### src/hdl/two_level_lru_writeback_cache_macros.svh
// Assertion macros shared by the cache modules
`ifndef TWO_LEVEL_LRU_WRITEBACK_CACHE_MACROS_SVH
`define TWO_LEVEL_LRU_WRITEBACK_CACHE_MACROS_SVH

// Same-cycle implication, checked out of reset
`define TLC_ASSERT_NOW(lbl, ante, cons) \
	lbl: assert property (@(posedge clk) disable iff (!arst_n) (ante) |-> (cons)) \
		else $error("assertion failed");

// Next-cycle implication, checked out of reset
`define TLC_ASSERT_NEXT(lbl, ante, cons) \
	lbl: assert property (@(posedge clk) disable iff (!arst_n) (ante) |=> (cons)) \
		else $error("assertion failed");

`endif

### src/hdl/tlc_pkg.sv
// Types, constants, LRU helper functions and a saturating adder for the two-level cache
package tlc_pkg;

	localparam int ADDR_W   = 48;
	localparam int OFS_W    = 6;
	localparam int L1_SETS  = 64;
	localparam int L2_SETS  = 512;
	localparam int WAYS     = 8;
	localparam int LINE_W   = ADDR_W - OFS_W;
	localparam int S1_W     = $clog2(L1_SETS);
	localparam int S2_W     = $clog2(L2_SETS);
	localparam int T1_W     = LINE_W - S1_W;
	localparam int T2_W     = LINE_W - S2_W;
	localparam int WAY_W    = $clog2(WAYS);
	localparam int AGE_W    = $clog2(WAYS);
	localparam int CNT_W    = 32;
	localparam int NUM_CNT  = 6;
	localparam int CLR_N    = (L1_SETS > L2_SETS) ? L1_SETS : L2_SETS;
	localparam int CLR_W    = $clog2(CLR_N);
	localparam int QDEPTH   = 2;
	localparam int QPTR_W   = $clog2(QDEPTH);

	// counter slots
	localparam int C_ACC = 0;
	localparam int C_WR  = 1;
	localparam int C_L1H = 2;
	localparam int C_L2H = 3;
	localparam int C_L2M = 4;
	localparam int C_WB  = 5;

	typedef logic [WAYS-1:0][AGE_W-1:0] age_t;

	typedef struct packed {
		logic [WAYS-1:0][T1_W-1:0] tag;
		logic [WAYS-1:0]           valid;
		age_t                      age;
		logic [WAYS-1:0]           dirty;
	} l1_row_t;

	typedef struct packed {
		logic [WAYS-1:0][T2_W-1:0] tag;
		logic [WAYS-1:0]           valid;
		age_t                      age;
		logic [WAYS-1:0]           dirty;
	} l2_row_t;

	typedef struct packed {
		logic [S1_W-1:0] s1;
		logic [T1_W-1:0] t1;
		logic [S2_W-1:0] s2;
		logic [T2_W-1:0] t2;
		logic            wr;
		logic            last;
	} req_t;

	typedef struct packed {
		logic                           l1_hit;
		logic                           l2_hit;
		logic                           l2_miss;
		logic [1:0]                     wbn;
		logic                           trace_end;
		logic [NUM_CNT-1:0][CNT_W-1:0]  cnt;
	} res_t;

	function automatic age_t reset_age();
		age_t a;
		for (int w = 0; w < WAYS; w++) begin
			a[w] = AGE_W'(w);
		end
		return a;
	endfunction

	// highest-numbered way at the oldest age, else way 0
	function automatic logic [WAY_W-1:0] oldest(input age_t a);
		logic [WAY_W-1:0] v;
		v = '0;
		for (int w = 0; w < WAYS; w++) begin
			if (a[w] == AGE_W'(WAYS - 1)) begin
				v = WAY_W'(w);
			end
		end
		return v;
	endfunction

	// make way w newest; ages below limit and below the oldest age grow by one
	function automatic age_t touch(input age_t a, input logic [WAY_W-1:0] w,
		input logic [AGE_W:0] limit);
		age_t n;
		n = a;
		for (int i = 0; i < WAYS; i++) begin
			if ({1'b0, a[i]} < limit && a[i] < AGE_W'(WAYS - 1)) begin
				n[i] = a[i] + 1'b1;
			end
		end
		n[w] = '0;
		return n;
	endfunction

	function automatic logic [CNT_W-1:0] sat_add(input logic [CNT_W-1:0] c,
		input logic [1:0] by);
		logic [CNT_W:0] s;
		s = {1'b0, c} + (CNT_W + 1)'(by);
		return s[CNT_W] ? '1 : s[CNT_W-1:0];
	endfunction

endpackage

### src/hdl/tlc_front.sv
// Front end: accepts accesses, splits the address into set and tag, queues them
module tlc_front (
	input  logic               clk,
	input  logic               arst_n,
	input  logic               push,
	output logic               full,
	input  logic [47:0]        address,
	input  logic               write_op,
	input  logic               last_in_trace,
	output logic               q_valid,
	output tlc_pkg::req_t      q_req,
	input  logic               q_pop
);
	import tlc_pkg::*;

	req_t                q_mem_q [QDEPTH];
	logic [QPTR_W-1:0]   wr_ptr_q;
	logic [QPTR_W-1:0]   rd_ptr_q;
	logic [QPTR_W:0]     count_q;
	logic [LINE_W-1:0]   line;
	req_t                dec;
	logic                do_push;
	logic                do_pop;

	assign line = address[ADDR_W-1:OFS_W];

	always_comb begin
		dec.s1   = line[S1_W-1:0];
		dec.t1   = line[LINE_W-1:S1_W];
		dec.s2   = line[S2_W-1:0];
		dec.t2   = line[LINE_W-1:S2_W];
		dec.wr   = write_op;
		dec.last = last_in_trace;
	end

	assign full    = (count_q == (QPTR_W + 1)'(QDEPTH));
	assign q_valid = (count_q != '0);
	assign q_req   = q_mem_q[rd_ptr_q];
	assign do_push = push && !full;
	assign do_pop  = q_pop && q_valid;

	always_ff @(posedge clk) begin
		if (do_push) begin
			q_mem_q[wr_ptr_q] <= dec;
		end
	end

	always_ff @(posedge clk or negedge arst_n) begin
		if (!arst_n) begin
			wr_ptr_q <= '0;
			rd_ptr_q <= '0;
			count_q  <= '0;
		end else begin
			if (do_push) begin
				wr_ptr_q <= wr_ptr_q + 1'b1;
			end
			if (do_pop) begin
				rd_ptr_q <= rd_ptr_q + 1'b1;
			end
			count_q <= count_q + (QPTR_W + 1)'(do_push) - (QPTR_W + 1)'(do_pop);
		end
	end

	`include "two_level_lru_writeback_cache_macros.svh"

	`TLC_ASSERT_NOW(a_q_bound, 1'b1, count_q <= (QPTR_W + 1)'(QDEPTH))

endmodule

### config.mk
export PLATFORM = sky130hd
export DESIGN_NAME = tlc_front
export DESIGN_NICKNAME = d
export VERILOG_FILES = /design/src/hdl/tlc_pkg.sv /design/src/hdl/tlc_front.sv
export VERILOG_INCLUDE_DIRS = /design/src /design/src/hdl
export SDC_FILE = /design/constraint.sdc
export NUM_CORES = 1
export LEC_CHECK = 0
export BUFFER_PORTS_ARGS = -buffer_cell sky130_fd_sc_hd__buf_2
export CAP_MARGIN = 10
export CORE_ASPECT_RATIO = 0.5
export CORE_MARGIN = 2
export CORE_UTILIZATION = 49
export CTS_CLUSTER_SIZE = 16
export DETAILED_ROUTE_END_ITERATION = 6
export PLACE_DENSITY = 0.79
export SYNTH_ARGS = -nofsm -noshare
export SYNTH_HDL_FRONTEND = slang
export SYNTH_SLANG_ARGS = --single-unit
### constraint.sdc
create_clock -name clk -period 4.4 [get_ports clk]
set_clock_uncertainty 0.2 [all_clocks]
set_input_delay 0.22 -clock clk [delete_from_list [all_inputs] [get_ports clk]]
set_output_delay 0.22 -clock clk [all_outputs]
set_load 0.02 [all_outputs]
==> After elaboration in Yosys (flattened, before gate mapping) <==
Memories as Yosys holds them, arrays and structs flattened.
Cells that the tools add are included.
{ "totals": {"ff_bits": 4, "ram_bits": 172, "in_bits": 54, "out_inout_bits": 88, "word_cells": 15, "mem_count": 1} }
{ "classes": {"add_sub_neg": 4, "n_eq_ne": 1, "n_mux": 2, "reduce_logical": 4} }
{ "memory_table": {"columns": ["memory", "words", "width", "read_ports", "rd_ports_with_merged_regs", "write_ports", "line", "source"], "rows": [
  ["q_mem_q", 2, 86, 1, 0, 1, "tlc_front.sv:16", "req_t q_mem_q [QDEPTH];"]
]} }
{ "op_table": {"columns": ["operator", "count"], "rows": [
  ["$add A1 B1 Y1 const B", 2],
  ["$add A2 B1 Y2", 1],
  ["$eq A2 B2 Y1 const B", 1],
  ["$logic_and A1 B1 Y1", 2],
  ["$mux W1", 2],
  ["$reduce_bool A2 Y1", 1],
  ["$sub A2 B1 Y2", 1],
  ["$logic_not A1 Y1", 1]
]} }

==> Longest topological paths before layout <==
{ "logic_depth": {"depth_word": 5, "depth_mapped": 7, "depth_no_buf": 7} }

==> Least setup slack after synthesis <==
Ideal clock, no wire load.
{ "synth_timing": {"path_kind": "reg2reg", "from": "register count_q[1]", "to": "memory q_mem_q[0][0] (netlist bit), enable pin", "t_arrival_ps": 2439, "required_time_ps": 3755, "setup_slack_ps": 1315, "stages_incl_launch_ff": 4, "n_path_buf": 0, "synth_period_minus_slack_ps": 3085, "path_cell_list": "dfrtp_1 > nand2b_1 > nand2_1 > nor2_1"} }
{ "synth_between": {"elab_chain_cells": 5} }
{ "synth_rtl": {"columns": ["element", "line", "source"], "rows": [
  ["start: declaration", "tlc_front.sv:19", "logic [QPTR_W:0] count_q;"],
  ["start signal: assignment", "tlc_front.sv:60", "count_q <= count_q + (QPTR_W + 1)'(do_push) - (QPTR_W + 1)'(do_pop);"],
  ["$eq A2 B2 Y1", "tlc_front.sv:36", "assign full = (count_q == (QPTR_W + 1)'(QDEPTH));"],
  ["$logic_not A1 Y1", "tlc_front.sv:39", "assign do_push = push && !full;"],
  ["$logic_and A1 B1 Y1", "tlc_front.sv:39", null],
  ["$mux W1", "tlc_front.sv:43", "if (do_push) begin"],
  ["$mux W1 (implied by the code)", "tlc_front.sv:44", "q_mem_q[wr_ptr_q] <= dec;"],
  ["end: declaration", "tlc_front.sv:16", null]
]} }
No other way between the ends.

==> load_flow_metrics.sql <==
INSERT INTO impl_metrics (metric_group, metric, value, unit) VALUES
('run_status', 'status', 'completed', ''),
('cells_and_area', 'fillCellCount', '539', ''),
('global_routing', 'antenna_found_initial', '0', ''),
('global_routing', 'globalRoute.totalOverflow', '0', ''),
('routing', 'antenna_violation_net_count_after_detailed_routing', '0', ''),
('synth', 'synth_compound_gate_area_share', '0', '%'),
('cells_and_area', 'finish.net_count', '400', ''),
('sta', 'fin_setup_tns', '0', 'ns'),
('synth', 'synth.avg_cell_area', '19.6', 'µm²'),
('global_routing', 'grt_first_pass_wirelength', '10200', 'µm'),
('cts', 'tritoncts', 'built', ''),
('synth', 'synth-seq-area-share', '71.1', '%'),
('setup_path', 'critical-path-top-delay-family', 'flip-flops', ''),
('synth', 'synth_xor_xnor_area_share', '0.908', '%'),
('synth', 'synth_top_family_by_area', 'multiplexers', ''),
('setup_path', 'cp_max_fo', '24', ''),
('cells_and_area', 'multi_input_area', '746', 'µm²'),
('pwr', 'ir_drop', '0.324', 'mV'),
('die', 'floorplan.core_area', '0.00749', 'mm²'),
('sta', 'timing.final.max_slew_violations', '0', ''),
('sta', 'min_period_over_period', '58.9', '%'),
('sta', 'finalSetupViolCount', '0', ''),
('die', 'num_rows', '22', ''),
('synth', 'synthAdderAreaFrac', '0.649', '%'),
('sta', 'worst_pin_slew', '1.07', 'ns'),
('cts', 'cts.path.max_buffers', '2', ''),
('cts', 'clk-insertion-delay-late', '0.32', 'ns'),
('die', 'ioPinCount', '142', ''),
('synth', 'synth_cell_type_count', '16', ''),
('cells_and_area', 'flow.area_growth_from_synthesis', '31.7', '%'),
('synth', 'yosys.area_share.simple', '0.908', '%'),
('cts', 'cts_hold_buf', '46', ''),
('routing', 'initialDrtViolationCount', '95', ''),
('die', 'start_util', '51.5', '%'),
('routing', 'vias', '2056', ''),
('setup_path', 'crit_path_start', 'rd_ptr_q', ''),
('pwr', 'power.leakage', '2.14', 'nW'),
('flow_run', 'cap_viol_max_count', '0', ''),
('routing', 'drcViolationCount', '0', ''),
('synth', 'yosys_warnings', '0', ''),
('setup_path', 'crit_path_start_kind', 'flop', ''),
('place', 'port-buffer-count', '135', ''),
('sta', 'finalWorstPathRequiredPeriod', '2.59', 'ns'),
('die', 'dieArea', '0.00864', 'mm²'),
('setup_path', 'timing.critical_path.cells', 'buf_4, mux2_4, buf_2', ''),
('sta', 'slew_headroom', '28.7', '%'),
('setup_path', 'sum_of_buffers_and_inverters_on_the_critical_path', '2', ''),
('setup_path', 'slowest_delay', '0.77', 'ns'),
('cts', 'cts.repair_timing.setup_buffer_count', '0', ''),
('setup_path', 'crit_path_top_delay_cell', 'sky130_fd_sc_hd__dfrtp_2', ''),
('synth', 'synth_cells', '197', ''),
('cells_and_area', 'register_area', '0.00274', 'mm²'),
('place', 'routabilityCongestion', '0.705', ''),
('setup_path', 'critPathCaptureType', 'output pin', ''),
('cells_and_area', 'antenna_cells_inserted', '0', ''),
('pwr', 'totalPowerFinal', '0.00357', 'W'),
('cts', 'tritoncts_num_sinks', '92', ''),
('sta', 'rsz0062_at_grt', 'no', ''),
('sta', 'highest_clock_rate', '0.386', 'GHz'),
('synth', 'muxShareOfSynthArea', '16.6', '%'),
('cts', 'post_cts.resized_instances', '0', ''),
('setup_path', 'rr_startpoint', 'count_q[1]', ''),
('setup_path', 'worstPathRequired', '3.98', 'ns'),
('worst_hold_path', 'hold_path_class', 'input pin to async pin', ''),
('routing', 'routed_wire_length_per_instance', '14.6', 'µm'),
('routing', 'vias_per_cell', '4.50', ''),
('cts', 'cts.root.buffer_cell', 'sky130_fd_sc_hd__clkbuf_16', ''),
('die', 'chipWidth', '130', 'µm'),
('synth', 'synth_fp_nets', '253', ''),
('routing', 'dr.pass1.iters', '4', ''),
('cells_and_area', 'layout_common_cells', '135 x sky130_fd_sc_hd__buf_2, 88 x sky130_fd_sc_hd__edfxtp_1, 46 x sky130_fd_sc_hd__dlygate4sd3_1', '');
==> cell type report <==
class | instances | area share (%)
Sequential cell | 92 | 54.0
Timing Repair Buffer | 183 | 22.6
Multi-Input combinational cell | 56 | 14.7
Clock buffer | 14 | 5.19
Tap cell | 108 | 2.66
Clock inverter | 2 | 0.689
Inverter | 2 | 0.148
==> synth_stat cells (all sizes together) <==
master | count | area share [%]
and2 | 1 | 0.23
ha | 2 | 0.65
nor2 | 1 | 0.097
edfxtp | 88 | 68
mux2 | 44 | 17
xor2 | 1 | 0.23
nand2b | 1 | 0.16
nand2 | 1 | 0.097
buf | 47 | 9.6
and3 | 1 | 0.16
or2 | 1 | 0.16
xnor2 | 3 | 0.68
inv | 2 | 0.19
dfrtp | 4 | 2.6
==> cell families (layout without fill, tap and decap cells) <==
family | Yosys count | in the layout
mux | 44 | 44
flops | 92 | 92
xor+xnor | 4 | 4
buf+inv | 49 | 201
simple gates | 6 | 6
fa+ha+maj | 2 | 2
==> metal layers <==
metal / wire [µm] / up-vias / GRT usage, %
met2: 3730 / 63 / 31.7
met1: 2570 / 999 / 17.0
met4: 75 / 0 / 5.65
li1: - / 986 / -
met5: 0 / - / 0
met3: 302 / 8 / 4.34
==> stage by stage <==
step,util [%],worst slack (ns),hold WS (ns),cell area [µm²],instances
3_3_place_gp,57.7,2.15,-0.173,4320,395
2_1_floorplan,-,1.32,-0.276,3860,197
6_report,67.9,1.81,0.0261,5080,457
5_1_grt,67.9,1.70,0.0363,5080,457
4_1_cts,67.9,1.77,0.0130,5080,457
3_5_place_dp,57.7,2.13,-0.167,4320,395
==> worst paths after layout <==
path / endpoint / slack (ns) / cells past startpoint
worst min register to register: count_q[1] / 0.30 / 1
max in group asynchronous: rd_ptr_q / 3.84 / 2
worst max register to register: q_mem_q[0][78] / 2.22 / 4
worst max-delay path: q_req[31] / 1.81 / 3
worst min-delay path: wr_ptr_q / 0.03 / 2
min in group clk: wr_ptr_q / 0.08 / 3
==> power by group <==
group | internal, W | switching (W)
Clock | 0.000471 | 0.000282
Sequential | 0.00120 | 0.000107
Combinational | 0.000620 | 0.000887
Total | 0.00230 | 0.00128
==> registers in the layout (all words and copies together), names as in the netlist <==
signal,flops
q_mem_q,88
rd_ptr_q,1
wr_ptr_q,1
count_q,2
No activity file was read; power rests on OpenSTA's default activity.
